--- src/sv/class_keyed_idle_connection_pool_unit_macros.svh ---
// Assertion helpers shared by the pool's modules.
`ifndef CLASS_KEYED_IDLE_CONNECTION_POOL_UNIT_MACROS_SVH
`define CLASS_KEYED_IDLE_CONNECTION_POOL_UNIT_MACROS_SVH

// Same-cycle implication, disabled while reset is high.
`define CIKP_ASSERT_IMPLY(name, clk, rst, a, c) \
   name: assert property (@(posedge clk) disable iff (rst) (a) |-> (c)) \
      else $error("cikp: check failed");

// Next-cycle implication, disabled while reset is high.
`define CIKP_ASSERT_NEXT(name, clk, rst, a, c) \
   name: assert property (@(posedge clk) disable iff (rst) (a) |=> (c)) \
      else $error("cikp: check failed");

`endif

--- src/sv/cikp_pkg.sv ---
package cikp_pkg;

   // operation codes
   localparam logic [2:0] OP_ATTACH     = 3'd0;
   localparam logic [2:0] OP_DETACH     = 3'd1;
   localparam logic [2:0] OP_TAKE_CLASS = 3'd2;
   localparam logic [2:0] OP_TAKE_ANY   = 3'd3;
   localparam logic [2:0] OP_PUT_IDLE   = 3'd4;
   localparam logic [2:0] OP_DRAIN      = 3'd5;

   // result status codes
   localparam logic [2:0] STS_OK       = 3'd0;
   localparam logic [2:0] STS_FULL     = 3'd1;
   localparam logic [2:0] STS_ALREADY  = 3'd2;
   localparam logic [2:0] STS_NOSLOT   = 3'd3;
   localparam logic [2:0] STS_INVALID  = 3'd4;
   localparam logic [2:0] STS_SHUTDOWN = 3'd5;
   localparam logic [2:0] STS_EMPTY    = 3'd6;

   typedef enum logic [4:0] {
      S_CLEAR,
      S_IDLE,
      S_FRD,
      S_FLAT,
      S_DEC,
      S_SRD,
      S_SCHK,
      S_SEND,
      S_ATT,
      S_POPRD,
      S_POPWR,
      S_PUSH,
      S_UNL,
      S_WRD,
      S_WCHK,
      S_DCLR,
      S_DONE
   } state_type;

   // flow table read address source
   typedef enum logic [1:0] {
      FRD_FID,
      FRD_TOP,
      FRD_CUR
   } frd_sel_type;

   typedef struct packed {
      logic        clr_step;
      logic        load_req;
      frd_sel_type frd_sel;
      logic        f_latch;
      logic        scan_init;
      logic        scan_chk;
      logic        scan_inc;
      logic        claim;
      logic        attach_wr;
      logic        pop_wr;
      logic        push_wr;
      logic        unl_top;
      logic        walk_init;
      logic        walk_fix;
      logic        walk_step;
      logic        det_wr;
      logic        set_drain;
      logic        set_st;
      logic [2:0]  st;
      logic        out_load;
   } cmd_type;

   typedef struct packed {
      logic       clr_last;
      logic [2:0] op;
      logic       fok;
      logic       f_att;
      logic       f_idle;
      logic       f_cls_zero;
      logic       key_zero;
      logic       drain;
      logic       may_create;
      logic       hit;
      logic       last_slot;
      logic       found;
      logic       spare_have;
      logic       crec_hv;
      logic       top_is_f;
      logic       w_nv;
      logic       w_nxt_is_f;
      logic       step_last;
      logic       rsp_busy;
   } sts_type;

endpackage

--- src/sv/cikp_ctrl.sv ---
`include "class_keyed_idle_connection_pool_unit_macros.svh"

module cikp_ctrl (
   input  logic              clock,
   input  logic              reset,
   input  logic              req_valid,
   output logic              req_stall,
   input  cikp_pkg::sts_type sts,
   output cikp_pkg::cmd_type cmd
);

   cikp_pkg::state_type state_ff, state_in;

   always_ff @(posedge clock) begin
      if (reset) begin
         state_ff <= cikp_pkg::S_CLEAR;
      end else begin
         state_ff <= state_in;
      end
   end

   always_comb begin
      cmd      = '0;
      cmd.frd_sel = cikp_pkg::FRD_FID;
      cmd.st   = cikp_pkg::STS_OK;
      state_in = state_ff;
      unique case (state_ff)
         cikp_pkg::S_CLEAR: begin
            cmd.clr_step = 1'b1;
            if (sts.clr_last) state_in = cikp_pkg::S_IDLE;
         end
         cikp_pkg::S_IDLE: begin
            if (req_valid) begin
               cmd.load_req = 1'b1;
               state_in = cikp_pkg::S_FRD;
            end
         end
         cikp_pkg::S_FRD: begin
            state_in = cikp_pkg::S_FLAT;
         end
         cikp_pkg::S_FLAT: begin
            cmd.f_latch = 1'b1;
            state_in = cikp_pkg::S_DEC;
         end
         cikp_pkg::S_DEC: begin
            state_in = cikp_pkg::S_DONE;
            case (sts.op)
               cikp_pkg::OP_ATTACH: begin
                  if (sts.key_zero || !sts.may_create) begin
                     cmd.set_st = 1'b1; cmd.st = cikp_pkg::STS_FULL;
                  end else if (!sts.fok) begin
                     cmd.set_st = 1'b1; cmd.st = cikp_pkg::STS_INVALID;
                  end else if (sts.f_att) begin
                     cmd.set_st = 1'b1; cmd.st = cikp_pkg::STS_ALREADY;
                  end else begin
                     cmd.scan_init = 1'b1; state_in = cikp_pkg::S_SRD;
                  end
               end
               cikp_pkg::OP_DETACH: begin
                  if (!sts.fok || !sts.f_att) begin
                     cmd.set_st = 1'b1; cmd.st = cikp_pkg::STS_INVALID;
                  end else begin
                     cmd.scan_init = 1'b1; state_in = cikp_pkg::S_SRD;
                  end
               end
               cikp_pkg::OP_TAKE_CLASS: begin
                  if (sts.drain) begin
                     cmd.set_st = 1'b1; cmd.st = cikp_pkg::STS_SHUTDOWN;
                  end else begin
                     cmd.scan_init = 1'b1; state_in = cikp_pkg::S_SRD;
                  end
               end
               cikp_pkg::OP_TAKE_ANY: begin
                  cmd.scan_init = 1'b1; state_in = cikp_pkg::S_SRD;
               end
               cikp_pkg::OP_PUT_IDLE: begin
                  if (!sts.fok || !sts.f_att || sts.f_cls_zero || sts.f_idle) begin
                     cmd.set_st = 1'b1; cmd.st = cikp_pkg::STS_INVALID;
                  end else if (sts.drain) begin
                     cmd.set_st = 1'b1; cmd.st = cikp_pkg::STS_SHUTDOWN;
                  end else begin
                     cmd.scan_init = 1'b1; state_in = cikp_pkg::S_SRD;
                  end
               end
               cikp_pkg::OP_DRAIN: begin
                  cmd.set_drain = 1'b1;
               end
               default: begin
                  cmd.set_st = 1'b1; cmd.st = cikp_pkg::STS_INVALID;
               end
            endcase
         end
         cikp_pkg::S_SRD: begin
            state_in = cikp_pkg::S_SCHK;
         end
         cikp_pkg::S_SCHK: begin
            cmd.scan_chk = 1'b1;
            if (sts.hit || sts.last_slot) begin
               state_in = cikp_pkg::S_SEND;
            end else begin
               cmd.scan_inc = 1'b1;
               state_in = cikp_pkg::S_SRD;
            end
         end
         cikp_pkg::S_SEND: begin
            state_in = cikp_pkg::S_DONE;
            case (sts.op) inside
               cikp_pkg::OP_ATTACH, cikp_pkg::OP_PUT_IDLE: begin
                  if (sts.found || sts.spare_have) begin
                     cmd.claim = !sts.found;
                     state_in = (sts.op == cikp_pkg::OP_ATTACH) ?
                                cikp_pkg::S_ATT : cikp_pkg::S_PUSH;
                  end else begin
                     cmd.set_st = 1'b1; cmd.st = cikp_pkg::STS_NOSLOT;
                  end
               end
               cikp_pkg::OP_DETACH: begin
                  state_in = (sts.found && sts.f_idle) ? cikp_pkg::S_UNL : cikp_pkg::S_DCLR;
               end
               default: begin
                  if (sts.found && sts.crec_hv) begin
                     state_in = cikp_pkg::S_POPRD;
                  end else begin
                     cmd.set_st = 1'b1; cmd.st = cikp_pkg::STS_EMPTY;
                  end
               end
            endcase
         end
         cikp_pkg::S_ATT: begin
            cmd.attach_wr = 1'b1;
            state_in = cikp_pkg::S_DONE;
         end
         cikp_pkg::S_POPRD: begin
            cmd.frd_sel = cikp_pkg::FRD_TOP;
            state_in = cikp_pkg::S_POPWR;
         end
         cikp_pkg::S_POPWR: begin
            cmd.pop_wr = 1'b1;
            state_in = cikp_pkg::S_DONE;
         end
         cikp_pkg::S_PUSH: begin
            cmd.push_wr = 1'b1;
            state_in = cikp_pkg::S_DONE;
         end
         cikp_pkg::S_UNL: begin
            if (!sts.crec_hv) begin
               state_in = cikp_pkg::S_DCLR;
            end else if (sts.top_is_f) begin
               cmd.unl_top = 1'b1;
               state_in = cikp_pkg::S_DCLR;
            end else begin
               cmd.walk_init = 1'b1;
               state_in = cikp_pkg::S_WRD;
            end
         end
         cikp_pkg::S_WRD: begin
            cmd.frd_sel = cikp_pkg::FRD_CUR;
            state_in = cikp_pkg::S_WCHK;
         end
         cikp_pkg::S_WCHK: begin
            cmd.frd_sel = cikp_pkg::FRD_CUR;
            if (!sts.w_nv) begin
               state_in = cikp_pkg::S_DCLR;
            end else if (sts.w_nxt_is_f) begin
               cmd.walk_fix = 1'b1;
               state_in = cikp_pkg::S_DCLR;
            end else if (sts.step_last) begin
               state_in = cikp_pkg::S_DCLR;
            end else begin
               cmd.walk_step = 1'b1;
               state_in = cikp_pkg::S_WRD;
            end
         end
         cikp_pkg::S_DCLR: begin
            cmd.det_wr = 1'b1;
            state_in = cikp_pkg::S_DONE;
         end
         cikp_pkg::S_DONE: begin
            if (!sts.rsp_busy) begin
               cmd.out_load = 1'b1;
               state_in = cikp_pkg::S_IDLE;
            end
         end
         default: begin
            state_in = cikp_pkg::S_IDLE;
         end
      endcase
   end

   assign req_stall = (state_ff != cikp_pkg::S_IDLE);

   // a chain check always follows its chain read
   `CIKP_ASSERT_IMPLY(a_walk_order, clock, reset, state_ff == cikp_pkg::S_WCHK, $past(state_ff) == cikp_pkg::S_WRD)

endmodule

--- config.mk ---
export PLATFORM = sky130hd
export DESIGN_NAME = cikp_ctrl
export DESIGN_NICKNAME = d
export VERILOG_FILES = /design/src/sv/cikp_pkg.sv /design/src/sv/cikp_ctrl.sv
export VERILOG_INCLUDE_DIRS = /design/src /design/src/sv
export SDC_FILE = /design/constraint.sdc
export NUM_CORES = 1
export LEC_CHECK = 0
export ABC_CLOCK_PERIOD_IN_PS = 1700
export BUFFER_PORTS_ARGS = -buffer_cell sky130_fd_sc_hd__buf_4
export CAP_MARGIN = 20
export CELL_PAD_IN_SITES_DETAIL_PLACEMENT = 2
export CELL_PAD_IN_SITES_GLOBAL_PLACEMENT = 2
export CORE_MARGIN = 4
export CORE_UTILIZATION = 21
export CTS_BUF_LIST = sky130_fd_sc_hd__clkbuf_8 sky130_fd_sc_hd__clkbuf_16
export DETAILED_ROUTE_END_ITERATION = 7
export GPL_ROUTABILITY_DRIVEN = 0
export PLACE_DENSITY_LB_ADDON = 0.1
export SLEW_MARGIN = 15
export SYNTH_ARGS = -nofsm -noshare
export SYNTH_HDL_FRONTEND = slang
export SYNTH_SLANG_ARGS = --single-unit
--- constraint.sdc ---
create_clock -name clock -period 1.7 [get_ports clock]
set_input_delay 0.17 -clock clock [delete_from_list [all_inputs] [get_ports clock]]
set_output_delay 0.17 -clock clock [all_outputs]
set_load 0.02 [all_outputs]
==> qor.yml, run 1 <==
overflow: 0
grt_usage_pct: 16.48
postRouteAntennaNets: 0
worstMarginPinSlew_ps: 444.2
period_minus_slack_ps: 1878
min_from: "reset"
clock_latency_ps: 220
synthArstFlopShare_pct: 0
status: "finished, violations left"
synthCells: 135
ys_seq_area_share_pct: 11.61
port_buffers: 47
syn_to_final_growth_pct: 88.53
yosysUniqueCellTypes: 43
rsz0062_at_grt: "true"
synth_edf_count: 0
cts_buffer_depth: 2
coreArea_sq_um: 3971
slew_viol_final: 0
hold_class: "in -> reg"
synth_area_leaders: "dfxtp_1 (12%), nor2_1 (6.5%), nand2_1 (6.1%)"
nets: 225
num_rows: 23
die-width_um: 72.07
start_kind: "flip-flop"
synth.ff_latch_count: 5
setup_viol: 10
cp.arrival_ps: 1710
vias_per_cell: 5.228
synthFlopType: "dfxtp_1"
dpl-instance-area_sq_um: 1380
setup_slack_ps: -178.4
antenna_found_initial: 0
drc: 0
grt_max_degree: 16
worst_hold_path.endpoint: "state_ff[4]"
worstRegToRegCells: 5
die_h_um: 72.07
hold_viol_final: 0
cts_made_buffers: 3
syn_area_sq_um: 862.1
r2r_slack_ps: 30
crit_slowest_cell: "or3b_4"
n_fill_cell: 476
dr.pass1.iters: 4
ir_worst_vdd_v: 0.0001203
hold_buffers: 0
finClkSkew_ps: 0.8729
dp_hpwl_mm: 3.305
setup_tns_ps: -983.7
wl_mm: 4.355
top_register: "state_ff"
tritoncts: "done"
final_common_cell: "buf_4"
fmax_mhz: 532.4
reg_top3: "state_ff (5)"
crit_path_end_kind: "primary output"
cts.sinks: 5
drtIter0Drc: 25
slew_headroom_pct: 70.32
grt_pass1_vias: 1425
htreeDepth: 1
synth_top_cell_by_area: "dfxtp_1"
dieArea_sq_um: 5194
r2r-start: "state_ff[4]"
vias: 1307
drv_cap: 0
cts_root_buffer: "clkbuf_8"
antenna_cells: 0
ios: 48
synth_top_area_share_pct: 11.61
layout_common_cells: "buf_4 (63), nand2_1 (11), nor2_1 (10)"
cts.clk_slew.worst_paths_ps: 40
cpPeakStageDelay_ps: 410
powerDensity_nw_per_um2: 347.1
path_class: "reg -> out"
violations: "setup timing"
yosys_warnings: 0
layout_worst_path_cycle_share_pct: 110.5
syn_area_per_cell_sq_um: 6.386
largest_reg_flops: 5
path_cells: "or3b_4, or3_4, o31ai_4, buf_6"
drive_gt1_share_pct: 52.50
crit_path_max_fanout: 4
p_leak_uw: 0.0006768
final_area_sq_um: 1625
critical_path_required_ps: 1530
post_drt_wl_per_cell_um: 17.42
start_util_pct: 21.71
grt_pass1_wl_mm: 6.900
synth_fp_nets: 159
worstReg2RegEnd: "state_ff[0]"
min_path_cells: 2
## cell type report
| cell class | instances | area, sq um | area share (%) |
|---|---|---|---|
| clock buffers | 3 | 41.29 | 2.540 |
| flip-flops and latches | 5 | 107.6 | 6.620 |
| inverters | 5 | 18.77 | 1.155 |
| clock inverters | 1 | 3.754 | 0.2309 |
| repair buffers | 71 | 560.5 | 34.49 |
| multi-input cells | 115 | 830.8 | 51.12 |
| well taps | 50 | 62.56 | 3.849 |
## cell usage after synthesis, types with 4 or more instances
| cell type | instances |
|---|---|
| nor2_1 | 15 |
| nand2_1 | 14 |
| nor3_1 | 10 |
| clkbuf_1 | 8 |
| o21ai_0 | 8 |
| a21oi_1 | 7 |
| nand2b_1 | 6 |
| dfxtp_1 | 5 |
| inv_1 | 5 |
| nand3_1 | 4 |
| nor2b_1 | 4 |
| nor3b_1 | 4 |
| or3_1 | 4 |
## logic make-up (layout without fill, tap and decap cells)
group | Yosys count | in the layout | synth area share, %
flip-flops | 5 | 5 | 11.61
AND/OR/NAND/NOR | 74 | 74 | 46.30
buffers and inverters | 15 | 80 | 6.822
AO/OA/AOI/OAI | 41 | 41 | 35.27
## critical path: cells and delay by family, from the launching register on
| family | cells | cell delay [ps] |
|---|---|---|
| AO/OA/AOI/OAI | 1 | 220 |
| buffers and inverters | 1 | 150 |
| flip-flops | 1 | 310 |
| AND/OR/NAND/NOR | 2 | 800 |
## per-layer routing
layer / GRT usage (%) / part of all wire [%] / vias to the layer above
met5: 0 / 0 / -
met4: 4.384 / 0.64 / 0
met3: 1.939 / 4.0 / 2
met2: 32.15 / 54 / 32
met1: 18.48 / 41 / 640
li1: - / - / 633
## through the flow
step	hold WS (ps)	total power, uW	setup slack (ps)	util [%]	cells
after detailed placement	383.0	324.3	-23.77	34.75	238
final	145.1	564.2	-178.4	40.93	250
after global routing	149.0	605.4	-223.4	40.93	250
after floorplan	239.4	221.4	-53.79	-	135
after global placement	384.9	317.6	8.814	34.75	238
after CTS	150.5	548.7	-227.3	37.65	244
## what timing repair did
item	4_1_cts	5_1_grt
buffers inserted	2	7
setup endpoints to repair	14	18
pin swaps	5	8
endpoints found under the hold margin	0	0
gates resized for setup	17	21
## report_power, final
part / internal [uW] / switching [uW] / total [uW]
registers: 121 / 8.00 / 129
logic: 112 / 112 / 224
clock network: 155 / 56.8 / 211
## worst max-delay path by stage
stage | cells after the start | startpoint | end | slack, ps
2_1_floorplan | 5 | state_ff[4] | cmd[1] | -50
3_3_place_gp | 4 | state_ff[4] | cmd[2] | 9
3_5_place_dp | 6 | state_ff[2] | cmd[1] | -20
4_1_cts | 4 | state_ff[4] | cmd[2] | -230
5_1_grt | 6 | state_ff[4] | cmd[1] | -220
6_report | 4 | state_ff[4] | cmd[2] | -180
(Power assumes the default switching activity.)
==> run 2: changes to the inputs <==
CELL_PAD_IN_SITES_DETAIL_PLACEMENT = 1   (was 2)
RECOVER_POWER = 100   (was default)
==> run 2 against run 1 <==
Compared with the run above: largest cell class unchanged; highest routed layer unchanged; sequential power barely moved; clock power barely moved; non-clock buffer count fell by 7; combinational power fell by 14%; via count fell by 3.7%; the flow still finishes with violations (setup timing); global-route usage fell by 2.9 points; routed wire length fell by 16%.
==> qor.yml, run 2 (same netlist as run 1, synthesis figures left out) <==
die-width_um: 72.07
cts.sinks: 5
drc: 0
slew_viol_final: 0
cts.clk_slew.worst_paths_ps: 30
r2r_slack_ps: 50
start_kind: "flip-flop"
finalPower_uw: 530.4
cp.arrival_ps: 1710
min_path_cells: 2
layout_common_cells: "buf_4 (52), nand2_1 (13), nor2_1 (13), nor3_1 (9)"
startpoint: "state_ff[3]"
ir_worst_vdd_v: 0.0001716
crit_path_max_fanout: 4
num_rows: 23
antenna_found_initial: 0
worstMarginPinSlew_ps: 466.0
hold_viol_final: 0
reg_top3: "state_ff (5)"
setup_tns_ps: -1229
nets: 218
rsz0062_at_grt: "true"
p_leak_uw: 0.0006119
drtIter0Drc: 39
status: "finished, violations left"
post_drt_wl_per_cell_um: 14.98
grt_max_degree: 16
postRouteAntennaNets: 0
final_common_cell: "buf_4"
finClkSkew_ps: 1.644
grt_pass1_wl_mm: 5.768
vias: 1258
period_minus_slack_ps: 1880
cts_buffer_depth: 2
worst_hold_path.endpoint: "state_ff[4]"
top_register: "state_ff"
largest_reg_flops: 5
die_h_um: 72.07
dp_hpwl_mm: 2.938
vias_per_cell: 5.177
layout_worst_path_cycle_share_pct: 110.6
dieArea_sq_um: 5194
path_class: "reg -> out"
setup_viol: 10
hold_class: "in -> reg"
crit_path_end_kind: "primary output"
syn_to_final_growth_pct: 72.42
antenna_cells: 0
worstReg2RegEnd: "state_ff[2]"
fin_util_pct: 37.43
violations: "setup timing"
setup_slack_ps: -179.9
worstRegToRegCells: 5
port_buffers: 47
start_util_pct: 21.71
slew_headroom_pct: 68.87
cts_root_buffer: "clkbuf_8"
cts_made_buffers: 3
tritoncts: "done"
critical_path_required_ps: 1530
coreArea_sq_um: 3971
r2r-start: "state_ff[3]"
ios: 48
clock_latency_ps: 220
overflow: 0
fmax_mhz: 531.9
powerDensity_nw_per_um2: 356.8
drv_cap: 0
drive_gt1_share_pct: 43.01
min_from: "reset"
grt_usage_pct: 13.60
wl_mm: 3.639
htreeDepth: 1
dr.pass1.iters: 6
grt_pass1_vias: 1319
[run 2: cell count changes in the layout (fill, tap and decap cells not counted), sizes merged]
cell,previous run,this run
clkbuf,4,10
buf,70,57
[run 2: power by group]
part           switching, uW  internal [uW]
clock network           55.3            155
registers               6.54            121
logic                   99.4           93.3
total                    161            369
[run 2: per-stage QoR]
| stage | setup slack (ps) | hold slack (ps) | cells | instance area [sq um] |
|---|---|---|---|---|
| floorplan | -53.79 | 239.4 | 135 | 884.6 |
| global placement | 8.814 | 384.9 | 238 | 1380 |
| detailed placement | -10.04 | 385.0 | 238 | 1380 |
| CTS | -203.3 | 148.2 | 243 | 1463 |
| global route | -256.5 | 155.6 | 243 | 1486 |
| finish | -179.9 | 151.5 | 243 | 1486 |
[run 2: critical path, stage by stage (launching register included)]
cell and delay, ps:
dfxtp_1 300, or3b_4 410, or3_4 440, o31ai_4 200
buf_6 150
[run 2: repair_timing]
item	in CTS	in global routing
hold buffers	0	0
setup endpoints to repair	13	17
pin swaps	0	4
buffers inserted	1	1
gates resized for setup	10	9
[run 2: worst max-delay path by stage]
stage          slack [ps]  endpoint
3_3_place_gp            9    cmd[2]
4_1_cts              -200    cmd[2]
2_1_floorplan         -50    cmd[1]
6_report             -180    cmd[2]
3_5_place_dp          -10    cmd[1]
5_1_grt              -260    cmd[2]
[run 2: final cells by class]
class / count / area (sq um)
fill: 501 / 2485
sequential: 5 / 103.9
clock inverter: 1 / 3.754
tap: 50 / 62.56
inverter: 5 / 18.77
timing repair buffer: 64 / 479.2
multi-input combinational: 115 / 777.0
clock buffer: 3 / 41.29
[run 2: layer usage]
layer	global-route usage [%]	vias up	share of wire, %
met1	15.46	599	42
met5	0	-	0
met3	1.662	4	4.9
li1	-	616	-
met2	25.88	39	52
met4	4.384	0	1.2
==> run 3: changes to the inputs <==
HOLD_SLACK_MARGIN = 0.1   (was default)
MAX_ROUTING_LAYER = met4   (was default)
==> run 3 against run 2 <==
Compared with the run above: the run still ends with setup timing left; largest power group unchanged; routed wire length grew 0.36%; via count shrank 0.79%; worst hold slack gained 1.0 ps; non-clock buffer count is the same.
==> qor.yml, run 3 (same netlist as run 1, synthesis figures left out) <==
status: "finished, violations left"
violations: "setup timing"
setup_slack_ps: -180.0
nets: 218
antenna_found_initial: 0
post_drt_wl_per_cell_um: 15.03
vias_per_cell: 5.136
die_h_um: 72.07
hold_buffers: 0
reg_top3: "state_ff (5)"
die-width_um: 72.07
cts_made_buffers: 3
cp.arrival_ps: 1710
powerDensity_nw_per_um2: 357.1
preCtsSetupSlack_ps: -10.04
drive_gt1_share_pct: 43.01
p_leak_uw: 0.0006119
clock_latency_ps: 220
top_usage_layer: "met2"
stdcell_count: 243
crit_path_max_fanout: 4
top_register: "state_ff"
cts.sinks: 5
drtIter0Drc: 43
worstMarginPinSlew_ps: 466.0
ios: 48
antenna_cells: 0
crit_path_end_kind: "primary output"
dp.cells: 238
grt_use_met2_pct: 25.99
hold_viol_final: 0
slew_headroom_pct: 68.87
syn_to_final_growth_pct: 72.42
coreArea_sq_um: 3971
ir_worst_vdd_v: 0.0001717
dieArea_sq_um: 5194
htreeDepth: 1
layout_worst_path_cycle_share_pct: 110.6
period_minus_slack_ps: 1880
rsz0062_at_grt: "true"
wl_mm: 3.652
port_buffers: 47
largest_reg_flops: 5
start_kind: "flip-flop"
dr.pass1.iters: 4
grt_max_degree: 16
drv_cap: 0
finClkSkew_ps: 1.644
overflow: 0
grt_pass1_vias: 1317
setup_viol: 11
met3_usage_pct: 1.662
grtUsageMet1_pct: 15.54
n_fill_cell: 501
critical_path_required_ps: 1530
grt_usage_pct: 14.00
cts_buffer_depth: 2
postRouteAntennaNets: 0
path_class: "reg -> out"
drc: 0
slew_viol_final: 0
cts.clk_slew.worst_paths_ps: 30
fmax_mhz: 531.9
vias: 1248
layout_common_cells: "buf_4 (52), nand2_1 (13), nor2_1 (13), nor3_1 (9)"
dp_hpwl_mm: 2.938
cts_root_buffer: "clkbuf_8"
start_util_pct: 21.71
tritoncts: "done"
final_common_cell: "buf_4"
grt_pass1_wl_mm: 5.775
hold_class: "in -> reg"
num_rows: 23
[run 3: path summary, 6_finish.rpt]
kind | startpoint | endpoint | slack [ps] | cells past startpoint
max reg2reg | state_ff[3] | state_ff[2] | 50 | 5
min | reset | state_ff[4] | 150 | 2
max | state_ff[3] | cmd[2] | -180 | 4
min reg2reg | state_ff[4] | state_ff[3] | 600 | 2
[run 3: metrics by stage]
stage	area [sq um]	utilization, %	power [uW]	hold WS, ps	TNS, ps
CTS	1463	36.83	540.2	148.2	-1538
global placement	1380	34.75	317.6	384.9	0
finish	1486	37.43	530.7	152.6	-1261
detailed placement	1380	34.75	321.4	385.0	-11.32
global route	1486	37.43	573.8	155.6	-2692
floorplan	884.6	-	221.4	239.4	-134.3
[run 3: repair_timing]
item,CTS,global route
hold endpoints to repair,0,0
setup endpoints to repair,13,17
setup buffers,1,1
gates resized for setup,10,9
pin swaps,0,4
cloned,0,0
[run 3: per-layer routing]
| metal | wire length (um) | vias to the layer above |
|---|---|---|
| met5 | 0 | - |
| met2 | 1901 | 36 |
| met3 | 172 | 4 |
| met1 | 1535 | 593 |
| li1 | - | 615 |
| met4 | 42 | 0 |
[run 3: cell type report]
| class | count | area [sq um] | share of cell area, % |
|---|---|---|---|
| clock buffer | 3 | 41.29 | 2.778 |
| clock inverter | 1 | 3.754 | 0.2525 |
| inverter | 5 | 18.77 | 1.263 |
| multi-input combinational | 115 | 777.0 | 52.27 |
| sequential | 5 | 103.9 | 6.987 |
| tap | 50 | 62.56 | 4.209 |
| timing repair buffer | 64 | 479.2 | 32.24 |
[run 3: critical path, stage by stage (launching register included)]
cell and delay, ps:
dfxtp_1 300, or3b_4 410, or3_4 440, o31ai_4 200, buf_6 150
[run 3: power by group]
group	switching [uW]	total, uW	internal [uW]
registers	6.62	128	121
logic	99.7	193	93.3
clock network	55.3	210	155
